$ cat src/stt_pkg.sv
`timescale 1ns / 1ps

package stt_pkg;

   localparam int SLOTS_DEFAULT = 8;

   localparam int PERIOD_W = 16;
   localparam int MODE_W   = 2;
   localparam int TASK_W   = 8;
   localparam int CODE_W   = 2;

   localparam logic REQ_TICK = 1'b0;
   localparam logic REQ_ADD  = 1'b1;

   localparam logic [MODE_W-1:0] MODE_ONESHOT = 2'd1;

   localparam logic [CODE_W-1:0] CODE_FIRED = 2'd0;
   localparam logic [CODE_W-1:0] CODE_ADDED = 2'd1;
   localparam logic [CODE_W-1:0] CODE_FULL  = 2'd2;

   typedef struct packed {
      logic [PERIOD_W-1:0] period;
      logic                oneshot;
      logic [TASK_W-1:0]   task_id;
      logic [PERIOD_W-1:0] ticks;
   } entry_type;

   typedef struct packed {
      logic                fire;
      logic                drop;
      logic [PERIOD_W-1:0] ticks;
   } eval_type;

endpackage

$ cat src/stt_req_if.sv
`timescale 1ns / 1ps

interface stt_req_if;
   logic                          valid;
   logic                          ready;
   logic                          req_type;
   logic [stt_pkg::PERIOD_W-1:0]  period;
   logic [stt_pkg::MODE_W-1:0]    mode;
   logic [stt_pkg::TASK_W-1:0]    task_id;

   modport source (output valid, output req_type, output period, output mode,
                   output task_id, input ready);
   modport sink   (input valid, input req_type, input period, input mode,
                   input task_id, output ready);
endinterface

$ cat src/stt_rsp_if.sv
`timescale 1ns / 1ps

interface stt_rsp_if;
   logic                          valid;
   logic                          ready;
   logic [stt_pkg::CODE_W-1:0]    result_code;
   logic [stt_pkg::TASK_W-1:0]    fired_id;
   logic                          last;

   modport source (output valid, output result_code, output fired_id, output last,
                   input ready);
   modport sink   (input valid, input result_code, input fired_id, input last,
                   output ready);
endinterface

$ cat src/stt_slot_eval.sv
`timescale 1ns / 1ps

// One tick applied to one entry: advance, compare against period, decide removal.
module stt_slot_eval (
   input  stt_pkg::entry_type entry,
   output stt_pkg::eval_type  result
);

   logic [stt_pkg::PERIOD_W-1:0] ticks_inc;

   assign ticks_inc = entry.ticks + stt_pkg::PERIOD_W'(1);

   always_comb begin
      result.fire  = (ticks_inc >= entry.period);
      result.drop  = result.fire && entry.oneshot;
      result.ticks = result.fire ? '0 : ticks_inc;
   end

endmodule

$ cat src/software_timer_table.sv
`timescale 1ns / 1ps

// Channel   Dir  Handshake      Payload
// req_ch    in   valid/ready    req_type, period, mode, task_id
// rsp_ch    out  valid/ready    result_code, fired_id, last
//
// Add: accept, then the result leaves the pending register through flush.
// Tick: walks the active slots in order, one result per fire (none on an empty table);
//   one slot per cycle through the RAM read/evaluate/write-back loop unless stalled.
// The walk stops only while a slot fires with one already queued and rsp_ch stalled;
//   the final result of an add or a firing tick waits in flush for the output register.
// Sync reset empties the table, RAM left as is; one transaction in flight, ready when idle.

module software_timer_table #(
   parameter int SLOTS = stt_pkg::SLOTS_DEFAULT
) (
   input  logic       clock,
   input  logic       reset,
   stt_req_if.sink    req_ch,
   stt_rsp_if.source  rsp_ch
);

   localparam int IDX_W = (SLOTS > 1) ? $clog2(SLOTS) : 1;
   localparam int CNT_W = $clog2(SLOTS + 1);

   localparam logic [1:0] ST_IDLE  = 2'd0;
   localparam logic [1:0] ST_SCAN  = 2'd1;
   localparam logic [1:0] ST_FLUSH = 2'd2;

   // control state
   logic [1:0]        state_ff, state_in;
   logic [CNT_W-1:0]  count_ff, count_in;
   logic [IDX_W-1:0]  idx_ff, idx_in;       // slot being evaluated
   logic [CNT_W-1:0]  wptr_ff, wptr_in;     // compaction write pointer
   logic              pend_vld_ff, pend_vld_in;
   logic [stt_pkg::CODE_W-1:0] pend_code_ff, pend_code_in;
   logic [stt_pkg::TASK_W-1:0] pend_id_ff, pend_id_in;

   // output register
   logic              rsp_vld_ff, rsp_vld_in;
   logic [stt_pkg::CODE_W-1:0] rsp_code_ff, rsp_code_in;
   logic [stt_pkg::TASK_W-1:0] rsp_id_ff, rsp_id_in;
   logic              rsp_last_ff, rsp_last_in;

   // entry RAM
   stt_pkg::entry_type mem [SLOTS];
   stt_pkg::entry_type rd_data_ff;
   stt_pkg::entry_type wr_data;
   logic              rd_en, wr_en;
   logic [IDX_W-1:0]  rd_addr, wr_addr;

   stt_pkg::eval_type ev;

   logic req_acc, out_busy, emit, emit_last, last_slot, stall;
   logic [stt_pkg::CODE_W-1:0] emit_code;
   logic [stt_pkg::TASK_W-1:0] emit_id;

   stt_slot_eval u_eval (
      .entry  (rd_data_ff),
      .result (ev)
   );

   assign req_ch.ready = (state_ff == ST_IDLE);
   assign req_acc      = req_ch.valid && req_ch.ready;
   assign out_busy     = rsp_vld_ff && !rsp_ch.ready;
   assign last_slot    = (CNT_W'(idx_ff) + CNT_W'(1)) == count_ff;
   // a second fire cannot be queued while the earlier one has nowhere to go
   assign stall        = ev.fire && pend_vld_ff && out_busy;

   always_comb begin
      state_in     = state_ff;
      count_in     = count_ff;
      idx_in       = idx_ff;
      wptr_in      = wptr_ff;
      pend_vld_in  = pend_vld_ff;
      pend_code_in = pend_code_ff;
      pend_id_in   = pend_id_ff;
      rd_en        = 1'b0;
      rd_addr      = idx_ff;
      wr_en        = 1'b0;
      wr_addr      = wptr_ff[IDX_W-1:0];
      wr_data      = rd_data_ff;
      emit         = 1'b0;
      emit_code    = pend_code_ff;
      emit_id      = pend_id_ff;
      emit_last    = 1'b0;

      unique case (state_ff)
         ST_IDLE: begin
            if (req_acc) begin
               if (req_ch.req_type == stt_pkg::REQ_ADD) begin
                  pend_vld_in = 1'b1;
                  pend_id_in  = req_ch.task_id;
                  if (count_ff == CNT_W'(SLOTS)) begin
                     pend_code_in = stt_pkg::CODE_FULL;
                  end else begin
                     pend_code_in    = stt_pkg::CODE_ADDED;
                     wr_en           = 1'b1;
                     wr_addr         = count_ff[IDX_W-1:0];
                     wr_data.period  = req_ch.period;
                     wr_data.oneshot = (req_ch.mode == stt_pkg::MODE_ONESHOT);
                     wr_data.task_id = req_ch.task_id;
                     wr_data.ticks   = '0;
                     count_in        = count_ff + CNT_W'(1);
                  end
                  state_in = ST_FLUSH;
               end else if (count_ff != '0) begin
                  rd_en    = 1'b1;
                  rd_addr  = '0;
                  idx_in   = '0;
                  wptr_in  = '0;
                  state_in = ST_SCAN;
               end
            end
         end
         ST_SCAN: begin
            if (!stall) begin
               wr_en         = !ev.drop;
               wr_data.ticks = ev.ticks;
               wptr_in       = wptr_ff + CNT_W'(!ev.drop);
               if (ev.fire) begin
                  // older fire goes out now; this one waits to learn if it is last
                  emit         = pend_vld_ff;
                  pend_vld_in  = 1'b1;
                  pend_code_in = stt_pkg::CODE_FIRED;
                  pend_id_in   = rd_data_ff.task_id;
               end
               if (last_slot) begin
                  count_in = wptr_ff + CNT_W'(!ev.drop);
                  state_in = (ev.fire || pend_vld_ff) ? ST_FLUSH : ST_IDLE;
               end else begin
                  idx_in  = idx_ff + IDX_W'(1);
                  rd_en   = 1'b1;
                  rd_addr = idx_ff + IDX_W'(1);
               end
            end
         end
         ST_FLUSH: begin
            if (!out_busy) begin
               emit        = 1'b1;
               emit_last   = 1'b1;
               pend_vld_in = 1'b0;
               state_in    = ST_IDLE;
            end
         end
         default: begin
            state_in = ST_IDLE;
         end
      endcase
   end

   always_comb begin
      rsp_vld_in  = rsp_vld_ff && !rsp_ch.ready;
      rsp_code_in = rsp_code_ff;
      rsp_id_in   = rsp_id_ff;
      rsp_last_in = rsp_last_ff;
      if (emit) begin
         rsp_vld_in  = 1'b1;
         rsp_code_in = emit_code;
         rsp_id_in   = emit_id;
         rsp_last_in = emit_last;
      end
   end

   always_ff @(posedge clock) begin
      if (reset) begin
         state_ff    <= ST_IDLE;
         count_ff    <= '0;
         idx_ff      <= '0;
         wptr_ff     <= '0;
         pend_vld_ff <= 1'b0;
         rsp_vld_ff  <= 1'b0;
      end else begin
         state_ff    <= state_in;
         count_ff    <= count_in;
         idx_ff      <= idx_in;
         wptr_ff     <= wptr_in;
         pend_vld_ff <= pend_vld_in;
         rsp_vld_ff  <= rsp_vld_in;
      end
   end

   always_ff @(posedge clock) begin
      pend_code_ff <= pend_code_in;
      pend_id_ff   <= pend_id_in;
      rsp_code_ff  <= rsp_code_in;
      rsp_id_ff    <= rsp_id_in;
      rsp_last_ff  <= rsp_last_in;
   end

   // entry RAM: one write port, one registered read port
   always_ff @(posedge clock) begin
      if (wr_en) begin
         mem[wr_addr] <= wr_data;
      end
      if (rd_en) begin
         rd_data_ff <= mem[rd_addr];
      end
   end

   assign rsp_ch.valid       = rsp_vld_ff;
   assign rsp_ch.result_code = rsp_code_ff;
   assign rsp_ch.fired_id    = rsp_id_ff;
   assign rsp_ch.last        = rsp_last_ff;

   a_count_range: assert property (@(posedge clock) disable iff (reset)
      count_ff <= CNT_W'(SLOTS))
      else $error("entry count above table size");

   a_wptr_behind: assert property (@(posedge clock) disable iff (reset)
      (state_ff == ST_SCAN) |-> (wptr_ff <= CNT_W'(idx_ff)))
      else $error("compaction pointer ahead of read slot");

   a_idle_no_pend: assert property (@(posedge clock) disable iff (reset)
      (state_ff == ST_IDLE) |-> !pend_vld_ff)
      else $error("result still queued while idle");

   a_full_keeps: assert property (@(posedge clock) disable iff (reset)
      (req_acc && req_ch.req_type == stt_pkg::REQ_ADD && count_ff == CNT_W'(SLOTS))
      |=> $stable(count_ff))
      else $error("add to full table changed the count");

   a_flush_has_pend: assert property (@(posedge clock) disable iff (reset)
      (state_ff == ST_FLUSH) |-> pend_vld_ff)
      else $error("flush with nothing queued");

endmodule
$ cat src/flat_wrapper.sv
// flat-port wrapper written by rule: the top's interface ports become plain ports
module software_timer_table_flat 
#(
   parameter int SLOTS = stt_pkg::SLOTS_DEFAULT
)
  (clock, reset, req_ch_valid, req_ch_req_type, req_ch_period, req_ch_mode, req_ch_task_id, req_ch_ready, rsp_ch_valid, rsp_ch_result_code, rsp_ch_fired_id, rsp_ch_last, rsp_ch_ready);
  stt_req_if req_ch_i ();
  stt_rsp_if rsp_ch_i ();
  input  logic clock;
  input  logic reset;
  input wire logic [$bits(req_ch_i.valid)-1:0] req_ch_valid;
  input wire logic [$bits(req_ch_i.req_type)-1:0] req_ch_req_type;
  input wire logic [$bits(req_ch_i.period)-1:0] req_ch_period;
  input wire logic [$bits(req_ch_i.mode)-1:0] req_ch_mode;
  input wire logic [$bits(req_ch_i.task_id)-1:0] req_ch_task_id;
  output wire logic [$bits(req_ch_i.ready)-1:0] req_ch_ready;
  output wire logic [$bits(rsp_ch_i.valid)-1:0] rsp_ch_valid;
  output wire logic [$bits(rsp_ch_i.result_code)-1:0] rsp_ch_result_code;
  output wire logic [$bits(rsp_ch_i.fired_id)-1:0] rsp_ch_fired_id;
  output wire logic [$bits(rsp_ch_i.last)-1:0] rsp_ch_last;
  input wire logic [$bits(rsp_ch_i.ready)-1:0] rsp_ch_ready;
  assign req_ch_i.valid = req_ch_valid;
  assign req_ch_i.req_type = req_ch_req_type;
  assign req_ch_i.period = req_ch_period;
  assign req_ch_i.mode = req_ch_mode;
  assign req_ch_i.task_id = req_ch_task_id;
  assign req_ch_ready = req_ch_i.ready;
  assign rsp_ch_valid = rsp_ch_i.valid;
  assign rsp_ch_result_code = rsp_ch_i.result_code;
  assign rsp_ch_fired_id = rsp_ch_i.fired_id;
  assign rsp_ch_last = rsp_ch_i.last;
  assign rsp_ch_i.ready = rsp_ch_ready;
  software_timer_table #(.SLOTS(SLOTS)) u_core (.clock(clock), .reset(reset), .req_ch(req_ch_i), .rsp_ch(rsp_ch_i));
endmodule
$ cat config.mk
export PLATFORM = sky130hd
export DESIGN_NAME = software_timer_table_flat
export DESIGN_NICKNAME = d
export VERILOG_FILES = /design/src/stt_pkg.sv /design/src/stt_req_if.sv /design/src/stt_rsp_if.sv /design/src/stt_slot_eval.sv /design/src/software_timer_table.sv /design/src/flat_wrapper.sv
export SDC_FILE = /design/constraint.sdc
export NUM_CORES = 1
export LEC_CHECK = 0
export ABC_AREA = 1
export BUFFER_PORTS_ARGS = -buffer_cell sky130_fd_sc_hd__buf_4
export CAP_MARGIN = 0
export CELL_PAD_IN_SITES_DETAIL_PLACEMENT = 0
export CELL_PAD_IN_SITES_GLOBAL_PLACEMENT = 1
export CORE_MARGIN = 5
export CORE_UTILIZATION = 55
export DETAILED_ROUTE_END_ITERATION = 8
export PLACE_DENSITY = 0.92
export SLEW_MARGIN = 20
export SYNTH_ARGS = -nofsm -noshare
export SYNTH_HDL_FRONTEND = slang
export SYNTH_SLANG_ARGS = --single-unit
$ cat constraint.sdc
create_clock -name clock -period 12.75 [get_ports clock]
set_input_delay 0.6375 -clock clock [delete_from_list [all_inputs] [get_ports clock]]
set_output_delay 0.6375 -clock clock [all_outputs]
set_load 0.01 [all_outputs]
* Yosys cells after proc, flatten, opt, wreduce, memory -nomap -nowiden
Memory sizes are Yosys's and may differ from the RTL's. A register that Yosys moved wholly into a read port is not among the register bits.
Index checks and enable logic that the tools add are counted.
** Word-level totals
- Memory bits (writable) :: 328
- Word-level logic and storage cells :: 121
- Bits in registers :: 36
- Output and inout bits :: 13
- Input port bits :: 31
- Latch bits :: 0
- ROM bits :: 0
- Memories :: 1
** Cells by class
- Add/subtract/negate cells :: 5
- Bitwise operators :: 0
- Shifts and indexed selects :: 0
- $lt $le $gt $ge :: 1
- Muxes and demuxes :: 71
- Div/mod/pow operators :: 0
- Equality and inequality tests :: 15
- Reduce and logical (&&, ||, !) cells :: 17
- Multipliers :: 0
** Memory list
- u_core.mem :: depth 8, bits a word 41, rd ports 1, clocked after memory_dff 1, wr ports 1, RTL line software_timer_table.sv:46 : stt_pkg::entry_type mem [SLOTS];
** Operator list (count)
- 2-to-1 mux 41 bit :: 3
- 2-to-1 mux 4 bit :: 9
- 2-to-1 mux 16 bit :: 2
- 2-to-1 mux 8 bit :: 4
- case mux 16 bit (2 select lines) :: 1
- 2-to-1 mux 3 bit :: 9
- 2-to-1 mux 25 bit :: 1
- 2-to-1 mux 2 bit :: 12
- 2-to-1 mux 1 bit :: 20
- adder 16 x 1 -> 16 bit (second input constant) :: 1
- greater-or-equal comparator 16 bit :: 1
- case mux 4 bit (2 select lines) :: 2
- case mux 8 bit (2 select lines) :: 1
- AND reduction 5 bit :: 3
- inequality test 2 bit (second input constant) :: 7
- AND reduction 6 bit :: 2
- case mux 1 bit (2 select lines) :: 3
- case mux 2 bit (3 select lines) :: 1
- case mux 3 bit (2 select lines) :: 1
- logical AND 1 bit :: 5
- adder 3 x 1 -> 4 bit (second input constant) :: 1
- adder 4 x 1 -> 4 bit :: 1
- adder 4 x 1 -> 4 bit (second input constant) :: 1
- equality test 2 x 1 -> 1 bit (second input constant) :: 2
- 14 further kinds :: 16

* Longest topological paths before layout
Gate-level depths: netlist (run 1).
- Depth after elaboration :: 8
- Depth in mapped cells :: 25
- Gate-level depth less buffers :: 23

* By module
A second synthesis (run 1) with hierarchy kept.
** Unflattened totals
- Cell total of the unflattened synthesis :: 2002
- Area, all modules :: 19143.4 µm²
** Modules (own cells, without submodules)
- software_timer_table :: cells each 1814, sequential area each 12011.5 µm², times used 1, area an instance 18141.1 µm²
- stt_slot_eval :: cells each 188, sequential area each 0.0 µm², times used 1, area an instance 1002.2 µm²

* Least setup slack after synthesis (run 1)
No wires, ideal clock.
- Path type :: reg2reg
- From :: register u_core.rd_data_ff[0] (netlist name)
- To :: memory u_core.mem[0][0] (netlist bit), enable pin
- Arrival :: 4.274 ns
- Path slack :: 8.036 ns
- Period minus slack after synthesis :: 4.714 ns
- Stages on the path, launching flop included :: 20
- Buffers on the path :: 1
- Required time :: 12.311 ns
- Library setup time :: 0.439 ns
- Cell sequence :: edfxtp_1 -> ha_1 -> nand2_1 -> nor2_1 -> nand2_1 -> nor2_1 -> nand2_1 -> xor2_1 -> inv_1 -> ha_1 -> nand2_1 -> o21ai_0 -> a21oi_1 -> nand2_2 -> nand3_2 -> buf_2 -> nand3_1 -> nand2_1 -> nand2_1 -> nor2_1
** Between the ends
- Cells in the longest elaborated chain, start to end :: 8
- Elaborated cells on any way between the ends :: 10
- Classes of those cells :: add/sub: 1; order compare: 1; mux: 4; reduce/logical: 4
** RTL lines
- adder 16 x 1 -> 16 bit (*) :: RTL line stt_slot_eval.sv:11 : assign ticks_inc = entry.ticks + stt_pkg::PERIOD_W'(1);
- greater-or-equal comparator 16 bit (*) :: RTL line stt_slot_eval.sv:14 : result.fire = (ticks_inc >= entry.period);
- logical AND 1 bit (on tied branches) :: RTL line stt_slot_eval.sv:15, software_timer_table.sv:68
- logical NOT 1 bit / logical AND 1 bit (equally long branches) :: RTL line software_timer_table.sv:118, software_timer_table.sv:68
- 2-to-1 mux 1 bit (*) :: RTL line software_timer_table.sv:117 : if (!stall) begin
- case mux 1 bit (2 select lines) (*) :: RTL line software_timer_table.sv:88 : unique case (state_ff)
- 2-to-1 mux 1 bit (*) :: RTL line software_timer_table.sv:193 : if (wr_en) begin
- 2-to-1 mux 1 bit (implied by the code) (*) :: RTL line software_timer_table.sv:194 : mem[wr_addr] <= wr_data;
- end, declared :: RTL line software_timer_table.sv:46
Every way passes the cells marked *; elsewhere a longest branch is shown, timed or not.

* Worst setup path in the final report (run 1)
- From :: register u_core.rd_data_ff[0] (netlist name)
- To :: register u_core.rd_data_ff[30] (netlist name)
** Between the ends
- Cells in the longest elaborated chain, start to end :: 6
- Elaborated cells on any way between the ends :: 8
- Classes of those cells :: add/sub: 1; order compare: 1; mux: 4; reduce/logical: 2
** RTL lines
- adder 16 x 1 -> 16 bit (*) :: RTL line stt_slot_eval.sv:11
- greater-or-equal comparator 16 bit (*) :: RTL line stt_slot_eval.sv:14
- logical AND 1 bit (*) (2 in series) :: RTL line software_timer_table.sv:68 : assign stall = ev.fire && pend_vld_ff && out_busy;
- 2-to-1 mux 3 bit / 2-to-1 mux 1 bit (equally long branches)
- case mux 3 bit (2 select lines) / case mux 1 bit (2 select lines) (equally long branches) :: RTL line software_timer_table.sv:88
Marks and branches as above.
A chain may end at the register's enable or synchronous reset.

==> flow_summary.html, run 1 <==
<table>
<tr><th>Metric</th><th>Value</th></tr>
<tr><th colspan="2">Status</th></tr>
<tr><td>Run status</td><td>completed</td></tr>
<tr><th colspan="2">Global route</th></tr>
<tr><td>Global router's overall resource usage</td><td>22.63%</td></tr>
<tr><td>Largest net degree at the start of global routing</td><td>91</td></tr>
<tr><td>Number of global-route vias before repair</td><td>11430</td></tr>
<tr><td>Congestion Overflow GR</td><td>0</td></tr>
<tr><td>First-pass GRT wire length</td><td>63.32 mm</td></tr>
<tr><td>Number of antenna violations at the first check in global routing</td><td>0</td></tr>
<tr><th colspan="2">Final layout</th></tr>
<tr><td>Register area</td><td>12010 µm²</td></tr>
<tr><td>Fraction of layout cells with a size suffix above 1</td><td>9.603%</td></tr>
<tr><td>Area of the multi-input gates</td><td>4945 µm²</td></tr>
<tr><td>Fillers</td><td>2393</td></tr>
<tr><td>Count of placed standard cells in the final layout, fillers left out</td><td>2016</td></tr>
<tr><td>Number of nets in the layout</td><td>1641</td></tr>
<tr><td>Syn-to-layout area delta</td><td>11.11%</td></tr>
<tr><td>ANT cells</td><td>0</td></tr>
<tr><th colspan="2">STA</th></tr>
<tr><td>Highest achievable clock rate</td><td>0.1562 GHz</td></tr>
<tr><td>Unrepaired setup endpoints after global routing</td><td>false</td></tr>
<tr><td>Final worst clock skew</td><td>0.02313 ns</td></tr>
<tr><td>Worst-case headroom to the max-slew limit</td><td>28.71%</td></tr>
<tr><td>Time the worst path needs with I/O delays and setup</td><td>6.402 ns</td></tr>
<tr><td>Total negative slack</td><td>0 ns</td></tr>
<tr><td>Minimum hold slack</td><td>0.3099 ns</td></tr>
<tr><td>Hold Vio Cnt, Final</td><td>0</td></tr>
<tr><td>Pins Over Slew Limit</td><td>0</td></tr>
<tr><td>Fraction of the cycle the final worst path needs</td><td>50.21%</td></tr>
<tr><td>Final setup slack of the worst path</td><td>6.348 ns</td></tr>
<tr><td>Setup violations, final</td><td>0</td></tr>
<tr><td>Worst Max-Slew Pin Slew</td><td>1.069 ns</td></tr>
<tr><th colspan="2">Setup path</th></tr>
<tr><td>Max Fanout on Critical Path</td><td>84</td></tr>
<tr><td>Delay-heaviest family, CP</td><td>simple AND/OR/NAND/NOR gates</td></tr>
<tr><td>WS Path Type</td><td>reg -&gt; reg</td></tr>
<tr><td>Bufs and invs on worst path</td><td>2</td></tr>
<tr><td>Worst setup SP type</td><td>flip-flop</td></tr>
<tr><td>Crit path largest cell delay</td><td>1.07 ns</td></tr>
<tr><td>Crit path top cell by count</td><td>sky130_fd_sc_hd__nand2_1</td></tr>
<tr><td>Endpoint arrival time on the critical path</td><td>6.69 ns</td></tr>
<tr><td>Chain of cells forming the critical path</td><td>ha_1 &gt; nand2_1 &gt; nor2_1 &gt; nand2_1 &gt; nor2_1 &gt; nand2_1 &gt; xor2_1 &gt; inv_1 &gt; ha_1 &gt; nand2_1 &gt; nor3_1 &gt; nand2_1 &gt; nand2_2 &gt; nand4_1 &gt; nand2_4 &gt; nand2_4 &gt; buf_4 &gt; nand2_1 &gt; nand3_1 &gt; nand3_1 &gt; nand2_1</td></tr>
<tr><td>Endpoint class of the critical path</td><td>flip-flop</td></tr>
<tr><td>Required @ worst endpoint</td><td>13.04 ns</td></tr>
<tr><td>Critical Path Slowest Stage Cell</td><td>sky130_fd_sc_hd__nand2_4</td></tr>
<tr><th colspan="2">Clocking</th></tr>
<tr><td>Clock sinks</td><td>405</td></tr>
<tr><td>Maximum clock path buffer count</td><td>3</td></tr>
<tr><td>Post-CTS Setup Inserts</td><td>0</td></tr>
<tr><td>Number of buffers inserted during clock tree synthesis</td><td>41</td></tr>
<tr><td>Clock edge transition at the registers on the reported setup and hold paths</td><td>0.06 ns</td></tr>
<tr><td>Count of cells resized by post-cts repair</td><td>0</td></tr>
<tr><td>Clock root cell</td><td>sky130_fd_sc_hd__clkbuf_16</td></tr>
<tr><td>Clock insertion delay at the later pin of the skew report</td><td>0.54 ns</td></tr>
<tr><td>CTS Hold Bufs</td><td>0</td></tr>
<tr><td>Number of levels the H-tree was split into</td><td>2</td></tr>
<tr><td>Clock tree from TritonCTS</td><td>done</td></tr>
<tr><th colspan="2">Pwr</th></tr>
<tr><td>Cell leakage power</td><td>7.300 nW</td></tr>
<tr><td>Overall Power</td><td>4.989 mW</td></tr>
<tr><td>Areal power density over the cells</td><td>254.5 nW/µm²</td></tr>
<tr><td>Max IR drop VDD</td><td>0.2028 mV</td></tr>
<tr><th colspan="2">Routing</th></tr>
<tr><td>Routed vias/inst</td><td>5.952</td></tr>
<tr><td>Average detailed-routed wire length per instance</td><td>20.34 µm</td></tr>
<tr><td>Post-route ant nets</td><td>0</td></tr>
<tr><td>Router iterations before antenna repair</td><td>7</td></tr>
<tr><td>Initial DRC count</td><td>1072</td></tr>
<tr><td>Total Routed Length</td><td>41.01 mm</td></tr>
<tr><td>Post-route DRC</td><td>0</td></tr>
<tr><td>Count of vias placed by the detailed router</td><td>12000</td></tr>
<tr><th colspan="2">Floorplanning</th></tr>
<tr><td>Die boundary height</td><td>189.1 µm</td></tr>
<tr><td>DIE WIDTH</td><td>189.1 µm</td></tr>
<tr><td>Total die area</td><td>35770 µm²</td></tr>
<tr><td>Initial Utilization</td><td>55.78%</td></tr>
<tr><td>Std-Cell Rows</td><td>65</td></tr>
<tr><td>Core box area</td><td>31640 µm²</td></tr>
<tr><td>Number of top-level pins</td><td>44</td></tr>
<tr><th colspan="2">Run</th></tr>
<tr><td>Maximum capacitance violations</td><td>0</td></tr>
<tr><th colspan="2">Placement</th></tr>
<tr><td>Final Wtd Congestion</td><td>0.8969</td></tr>
<tr><td>DP Wirelength</td><td>21.04 mm</td></tr>
<tr><td>Count of input and output buffers</td><td>43</td></tr>
<tr><td>DP Cell Count</td><td>1943</td></tr>
<tr><td>Setup slack after placement</td><td>6.471 ns</td></tr>
<tr><th colspan="2">Synth</th></tr>
<tr><td>Number of flops mapped to enable cells by yosys</td><td>390</td></tr>
<tr><td>Async set-reset flop share out of synthesis</td><td>0%</td></tr>
<tr><td>Post-synthesis cell count</td><td>1578</td></tr>
<tr><td>Syn. warnings</td><td>0</td></tr>
<tr><td>Cell area after synthesis</td><td>17650 µm²</td></tr>
<tr><td>Portion of synthesized cell area occupied by the leading cell type</td><td>66.36%</td></tr>
<tr><td>Sequential cell area fraction in the yosys report</td><td>68.07%</td></tr>
<tr><td>Number of flip-flops and latches in the synthesized netlist</td><td>405</td></tr>
<tr><td>Cell types occupying the most area after synthesis</td><td>sky130_fd_sc_hd__edfxtp_1 66%, sky130_fd_sc_hd__nand3_1 12%, sky130_fd_sc_hd__nand2_1 6.9%, sky130_fd_sc_hd__o21ai_0 2.6%, sky130_fd_sc_hd__ha_1 1.8%</td></tr>
<tr><td>Library cell occupying the most area in the post-synthesis netlist</td><td>sky130_fd_sc_hd__edfxtp_1</td></tr>
<tr><td>Post-Syn Area per Cell</td><td>11.18 µm²</td></tr>
<tr><td>Ys flop type</td><td>sky130_fd_sc_hd__edfxtp_1</td></tr>
<tr><td>Yosys cell types</td><td>31</td></tr>
<tr><td>Synthesized netlist net count</td><td>1635</td></tr>
<tr><th colspan="2">Hold path</th></tr>
<tr><td>Hold Path Class</td><td>in -&gt; reg</td></tr>
</table>
[report_power, final]
part           total [mW]  internal (mW)  switching (mW)
clock network        1.20          0.694           0.507
registers            2.10           1.99           0.109
logic                1.69          0.459            1.23
total                4.99           3.14            1.85
[cells in the final DEF, fill, tap and decap left out, types with 5 or more instances in the layout]
cell type                      n
sky130_fd_sc_hd__clkbuf_16    42
sky130_fd_sc_hd__nor2_1       25
sky130_fd_sc_hd__nand4_1       9
sky130_fd_sc_hd__a21oi_1      23
sky130_fd_sc_hd__nand2_1     321
sky130_fd_sc_hd__buf_4        62
sky130_fd_sc_hd__inv_1        82
sky130_fd_sc_hd__nor2_4        9
sky130_fd_sc_hd__clkinvlp_4    5
sky130_fd_sc_hd__o21ai_0      91
sky130_fd_sc_hd__dfxtp_1      15
sky130_fd_sc_hd__o31ai_1       8
sky130_fd_sc_hd__xor2_1       15
sky130_fd_sc_hd__edfxtp_1    390
sky130_fd_sc_hd__nand3_1     430
sky130_fd_sc_hd__ha_1         26
sky130_fd_sc_hd__clkinv_2      6
sky130_fd_sc_hd__nor3_1        7
[metrics by stage]
| stage | utilization (%) | cell area (µm²) |
|---|---|---|
| 6_report | 61.98 | 19610 |
| 4_1_cts | 61.96 | 19600 |
| 2_1_floorplan | - | 17650 |
| 3_3_place_gp | 57.64 | 18240 |
| 3_5_place_dp | 57.64 | 18240 |
| 5_1_grt | 61.98 | 19610 |
[cell usage after synthesis (2+ instances only)]
cell type,count
sky130_fd_sc_hd__nand3_1,430
sky130_fd_sc_hd__or2_2,2
sky130_fd_sc_hd__o21ai_0,91
sky130_fd_sc_hd__buf_1,3
sky130_fd_sc_hd__nor2_1,35
sky130_fd_sc_hd__edfxtp_1,390
sky130_fd_sc_hd__o22ai_1,2
sky130_fd_sc_hd__clkbuf_1,36
sky130_fd_sc_hd__nand4_1,9
sky130_fd_sc_hd__nor3_1,7
sky130_fd_sc_hd__ha_1,26
sky130_fd_sc_hd__o31ai_1,9
sky130_fd_sc_hd__a21oi_1,23
sky130_fd_sc_hd__dfxtp_1,15
sky130_fd_sc_hd__nand3_2,2
sky130_fd_sc_hd__nor4_1,3
sky130_fd_sc_hd__nand2_1,324
sky130_fd_sc_hd__buf_4,11
sky130_fd_sc_hd__xnor2_1,2
sky130_fd_sc_hd__xor2_1,15
sky130_fd_sc_hd__inv_1,82
sky130_fd_sc_hd__nand2_2,4
sky130_fd_sc_hd__buf_2,48
sky130_fd_sc_hd__inv_2,2
[routing by layer]
layer / track usage (%) / vias up / wire length [µm]
met5: 0 / - / 0
met4: 6.670 / 0 / 717
met3: 3.632 / 61 / 3452
met2: 37.71 / 496 / 19860
met1: 31.13 / 5801 / 16980
li1: - / 5641 / -
[logic make-up (layout without fill, tap and decap cells)]
group / Yosys count / in the layout / share of synthesized area, %
AOI/OAI and AO/OA: 127 / 127 / 3.758
xor gates and xnor gates: 17 / 17 / 0.8438
adders and majority gates: 26 / 26 / 1.843
buffers and inverters: 183 / 219 / 4.509
DFF: 405 / 405 / 68.07
and+or+nand+nor: 820 / 820 / 20.98
[registers in the layout (all words and copies together), names as in the netlist]
register / cells
u_core.emit_code: 2
u_core.pend_vld_ff: 1
u_core.state_ff: 2
u_core.rsp_ch.last: 1
u_core.count_ff: 4
u_core.emit_id: 8
u_core.wptr_ff: 4
u_core.idx_ff: 3
u_core.rsp_ch.fired_id: 8
u_core.rsp_ch.valid: 1
u_core.rsp_ch.result_code: 2
u_core.rd_data_ff: 41
u_core.mem: 328
[final timing paths]
check        cells past startpoint                        end  slack, ns                 start
max                             21      u_core.rd_data_ff[30]       6.35  u_core.rd_data_ff[0]
min                              2        u_core.rsp_ch.valid       0.31                 reset
max reg2reg                     21      u_core.rd_data_ff[30]       6.35  u_core.rd_data_ff[0]
min reg2reg                      0  u_core.rsp_ch.fired_id[1]       0.42     u_core.emit_id[1]
[cell type report]
type                       count  share of cell area, %
timing repair buffer          62                  2.374
tap                          402                  2.565
clock buffer                  45                  5.418
inverter                      84                  1.608
multi-input combinational    990                  25.22
sequential                   405                  61.26
clock inverter                28                  1.557
(Power assumes the default switching activity.)
==> inputs of run 2 (changes only) <==
Settings changed: ABC_AREA 1 to 0, CORE_UTILIZATION 55 to 47, PLACE_DENSITY 0.92 to 0.83.
Clock period 12.75 ns to 5.4 ns, I/O delays scaled along.
==> run 2 against run 1 <==
Against the previous run: critical path depth is 4 lower; synthesized cell count is 19% lower; wire length is 6.0% lower; combinational power is 22% higher; design area is 0.76% lower; total power is 84% higher; first-iteration DRC count is 4.0% lower; clock-buffer cell count is 13 higher; sequential share of layout area is 0.47 points higher; global-route usage is 3.9 points lower; critical path type unchanged; sequential cell count stayed put.
==> flow_summary.html, run 2 <==
<table>
<tr><th>Metric</th><th>Value</th></tr>
<tr><th colspan="2">Clocking</th></tr>
<tr><td>Post-CTS Setup Inserts</td><td>0</td></tr>
<tr><td>Clock root cell</td><td>sky130_fd_sc_hd__clkbuf_16</td></tr>
<tr><td>Number of buffers inserted during clock tree synthesis</td><td>42</td></tr>
<tr><td>Number of levels the H-tree was split into</td><td>2</td></tr>
<tr><td>Clock insertion delay at the later pin of the skew report</td><td>0.53 ns</td></tr>
<tr><td>Count of cells resized by post-cts repair</td><td>0</td></tr>
<tr><td>Clock tree from TritonCTS</td><td>done</td></tr>
<tr><td>CTS Hold Bufs</td><td>0</td></tr>
<tr><td>Maximum clock path buffer count</td><td>3</td></tr>
<tr><td>Clock sinks</td><td>405</td></tr>
<tr><td>Clock edge transition at the registers on the reported setup and hold paths</td><td>0.06 ns</td></tr>
<tr><th colspan="2">Placement</th></tr>
<tr><td>DP Wirelength</td><td>21.66 mm</td></tr>
<tr><td>Count of input and output buffers</td><td>43</td></tr>
<tr><td>Setup slack after placement</td><td>0.3853 ns</td></tr>
<tr><td>Final Wtd Congestion</td><td>0.8441</td></tr>
<tr><th colspan="2">Global route</th></tr>
<tr><td>Number of global-route vias before repair</td><td>10380</td></tr>
<tr><td>Congestion Overflow GR</td><td>0</td></tr>
<tr><td>Number of antenna violations at the first check in global routing</td><td>0</td></tr>
<tr><td>Global router's overall resource usage</td><td>18.68%</td></tr>
<tr><td>Largest net degree at the start of global routing</td><td>65</td></tr>
<tr><td>First-pass GRT wire length</td><td>59.93 mm</td></tr>
<tr><th colspan="2">Setup path</th></tr>
<tr><td>Critical Path Sink</td><td>u_core.rd_data_ff[36]</td></tr>
<tr><td>Worst setup SP type</td><td>flip-flop</td></tr>
<tr><td>Startpoint of the worst setup timing path</td><td>u_core.rd_data_ff[0]</td></tr>
<tr><td>Setup slack on the worst flop-to-flop path</td><td>0.35 ns</td></tr>
<tr><td>Endpoint class of the critical path</td><td>flip-flop</td></tr>
<tr><td>Start of the worst register-to-register path</td><td>u_core.rd_data_ff[0]</td></tr>
<tr><td>WS Path Type</td><td>reg -&gt; reg</td></tr>
<tr><td>Worst r2r path cells</td><td>17</td></tr>
<tr><td>Required @ worst endpoint</td><td>5.68 ns</td></tr>
<tr><td>Endpoint arrival time on the critical path</td><td>5.33 ns</td></tr>
<tr><td>Reg2reg end</td><td>u_core.rd_data_ff[36]</td></tr>
<tr><td>Max Fanout on Critical Path</td><td>55</td></tr>
<tr><th colspan="2">Pwr</th></tr>
<tr><td>Cell leakage power</td><td>6.795 nW</td></tr>
<tr><td>Areal power density over the cells</td><td>471.6 nW/µm²</td></tr>
<tr><td>Max IR drop VDD</td><td>0.2417 mV</td></tr>
<tr><td>Overall Power</td><td>9.177 mW</td></tr>
<tr><th colspan="2">Floorplanning</th></tr>
<tr><td>Initial Utilization</td><td>47.83%</td></tr>
<tr><td>Std-Cell Rows</td><td>69</td></tr>
<tr><td>DIE WIDTH</td><td>200.5 µm</td></tr>
<tr><td>Total die area</td><td>40190 µm²</td></tr>
<tr><td>Core box area</td><td>35660 µm²</td></tr>
<tr><td>Number of top-level pins</td><td>44</td></tr>
<tr><td>Die boundary height</td><td>200.5 µm</td></tr>
<tr><th colspan="2">STA</th></tr>
<tr><td>Time the worst path needs with I/O delays and setup</td><td>5.049 ns</td></tr>
<tr><td>Setup violations, final</td><td>0</td></tr>
<tr><td>Worst Max-Slew Pin Slew</td><td>1.055 ns</td></tr>
<tr><td>Highest achievable clock rate</td><td>0.1981 GHz</td></tr>
<tr><td>Final worst clock skew</td><td>0.01504 ns</td></tr>
<tr><td>Unrepaired setup endpoints after global routing</td><td>false</td></tr>
<tr><td>Pins Over Slew Limit</td><td>0</td></tr>
<tr><td>Fraction of the cycle the final worst path needs</td><td>93.49%</td></tr>
<tr><td>Final setup slack of the worst path</td><td>0.3514 ns</td></tr>
<tr><td>Hold Vio Cnt, Final</td><td>0</td></tr>
<tr><td>Worst-case headroom to the max-slew limit</td><td>29.35%</td></tr>
<tr><th colspan="2">Final layout</th></tr>
<tr><td>Registers with the most flip-flops</td><td>u_core.mem (328), u_core.rd_data_ff (41)</td></tr>
<tr><td>Number of nets in the layout</td><td>1395</td></tr>
<tr><td>Max reg flops</td><td>328</td></tr>
<tr><td>Most flops, register</td><td>u_core.mem</td></tr>
<tr><td>Syn-to-layout area delta</td><td>14.11%</td></tr>
<tr><td>ANT cells</td><td>0</td></tr>
<tr><td>Fraction of layout cells with a size suffix above 1</td><td>12.12%</td></tr>
<tr><td>Most frequent standard cell in the layout excluding fill and tap cells</td><td>sky130_fd_sc_hd__edfxtp_1</td></tr>
<tr><td>Commonest cells after routing, fill and taps aside</td><td>390 x sky130_fd_sc_hd__edfxtp_1, 243 x sky130_fd_sc_hd__nand2_1, 152 x sky130_fd_sc_hd__nor2_1</td></tr>
<tr><th colspan="2">Synth</th></tr>
<tr><td>Cell area after synthesis</td><td>17050 µm²</td></tr>
<tr><td>Number of flip-flops and latches in the synthesized netlist</td><td>405</td></tr>
<tr><td>Library cell occupying the most area in the post-synthesis netlist</td><td>sky130_fd_sc_hd__edfxtp_1</td></tr>
<tr><td>Post-synthesis cell count</td><td>1284</td></tr>
<tr><td>Cell types occupying the most area after synthesis</td><td>sky130_fd_sc_hd__edfxtp_1 69%, sky130_fd_sc_hd__nand2_1 5.3%, sky130_fd_sc_hd__nor2_1 3.5%, sky130_fd_sc_hd__mux2i_1 2.8%, sky130_fd_sc_hd__o211a_1 2.4%</td></tr>
<tr><td>Ys flop type</td><td>sky130_fd_sc_hd__edfxtp_1</td></tr>
<tr><td>Synthesized netlist net count</td><td>1341</td></tr>
<tr><td>Syn. warnings</td><td>0</td></tr>
<tr><td>Post-Syn Area per Cell</td><td>13.28 µm²</td></tr>
<tr><td>Most frequent cells after synthesis</td><td>390 x sky130_fd_sc_hd__edfxtp_1, 243 x sky130_fd_sc_hd__nand2_1, 157 x sky130_fd_sc_hd__nor2_1, 54 x sky130_fd_sc_hd__nand3_1, 48 x sky130_fd_sc_hd__mux2i_1</td></tr>
<tr><td>Async set-reset flop share out of synthesis</td><td>0%</td></tr>
<tr><td>Portion of synthesized cell area occupied by the leading cell type</td><td>68.68%</td></tr>
<tr><td>Number of flops mapped to enable cells by yosys</td><td>390</td></tr>
<tr><td>Sequential cell area fraction in the yosys report</td><td>70.44%</td></tr>
<tr><td>Yosys cell types</td><td>66</td></tr>
<tr><td>Most used standard cell by instance count after synthesis</td><td>sky130_fd_sc_hd__edfxtp_1</td></tr>
<tr><th colspan="2">Routing</th></tr>
<tr><td>Average detailed-routed wire length per instance</td><td>21.05 µm</td></tr>
<tr><td>Initial DRC count</td><td>1029</td></tr>
<tr><td>Routed vias/inst</td><td>5.718</td></tr>
<tr><td>Post-route DRC</td><td>0</td></tr>
<tr><td>Post-route ant nets</td><td>0</td></tr>
<tr><td>Total Routed Length</td><td>38.55 mm</td></tr>
<tr><td>Count of vias placed by the detailed router</td><td>10470</td></tr>
<tr><td>Router iterations before antenna repair</td><td>5</td></tr>
<tr><th colspan="2">Run</th></tr>
<tr><td>Maximum capacitance violations</td><td>0</td></tr>
<tr><th colspan="2">Hold path</th></tr>
<tr><td>Hold Path Class</td><td>in -&gt; reg</td></tr>
<tr><th colspan="2">Status</th></tr>
<tr><td>Run status</td><td>completed</td></tr>
</table>
-- run 2: worst min-delay path by stage --
stage                              startpoint  cells after the start                           end
after floorplan                         reset                      1              u_core.idx_ff[2]
after global placement    u_core.emit_code[0]                      0  u_core.rsp_ch.result_code[0]
after detailed placement  u_core.emit_code[0]                      0  u_core.rsp_ch.result_code[0]
after CTS                               reset                      2             u_core.wptr_ff[1]
after global routing        req_ch_task_id[0]                      2             u_core.emit_id[0]
final                                   reset                      2             u_core.wptr_ff[1]
-- run 2: critical path, stage by stage, from the launching register on --
cell and delay [ns]:
sky130_fd_sc_hd__edfxtp_1 0.42, sky130_fd_sc_hd__nand3_1 0.18, sky130_fd_sc_hd__nor2_1 0.22, sky130_fd_sc_hd__and3_1 0.24, sky130_fd_sc_hd__and3_1 0.26, sky130_fd_sc_hd__and3_1 0.25
sky130_fd_sc_hd__nand3_1 0.11, sky130_fd_sc_hd__xnor2_1 0.17, sky130_fd_sc_hd__ha_1 0.33, sky130_fd_sc_hd__nand4_1 0.12, sky130_fd_sc_hd__nor4_1 0.34, sky130_fd_sc_hd__a32o_1 0.31
sky130_fd_sc_hd__o2111a_1 0.29, sky130_fd_sc_hd__a211o_4 0.63, sky130_fd_sc_hd__buf_12 0.35, sky130_fd_sc_hd__mux2i_1 0.29, sky130_fd_sc_hd__a32oi_1 0.10, sky130_fd_sc_hd__o211a_1 0.15
-- run 2: final cells by class --
type	count	area [µm²]
repair buffers	77	678.2
clock buffers	58	1175
well taps	461	576.8
multi-input cells	791	4766
clock inverters	18	172.7
inverters	21	78.83
flip-flops and latches	405	12010
fillers	2849	16200
-- run 2: cell families after synthesis --
family                   synth area share, %
AO/OA/AOI/OAI                          8.555
XOR/XNOR                               1.130
adder cells (fa/ha/maj)                1.908
buffers and inverters                  2.385
flip-flops                             70.44
multiplexers                           3.346
AND/OR/NAND/NOR                        12.24
-- run 2: per-stage QoR --
stage	area, µm²	hold WS, ns	cells	utilization, %	TNS (ns)
final	19460	0.05504	1831	54.57	0
after global routing	19460	0.05364	1831	54.57	0
after CTS	19450	0.03756	1831	54.56	0
after detailed placement	18100	0.4045	1755	50.78	0
after global placement	18100	0.4002	1755	50.78	0
after floorplan	17080	0.3391	1284	-	-110.62
-- run 2: report_power, final --
group,leakage [nW],switching (mW),internal (mW)
logic,2.48,1.37,0.701
registers,3.66,0.150,4.15
clock network,0.654,1.13,1.67
-- run 2: routing by layer --
| metal | GRT usage (%) | vias up | part of all wire [%] |
|---|---|---|---|
| met3 | 2.763 | 39 | 6.2 |
| met5 | 0 | - | 0 |
| met1 | 27.11 | 5241 | 45 |
| met2 | 30.77 | 330 | 48 |
| met4 | 3.245 | 0 | 1.2 |
| li1 | - | 4859 | - |
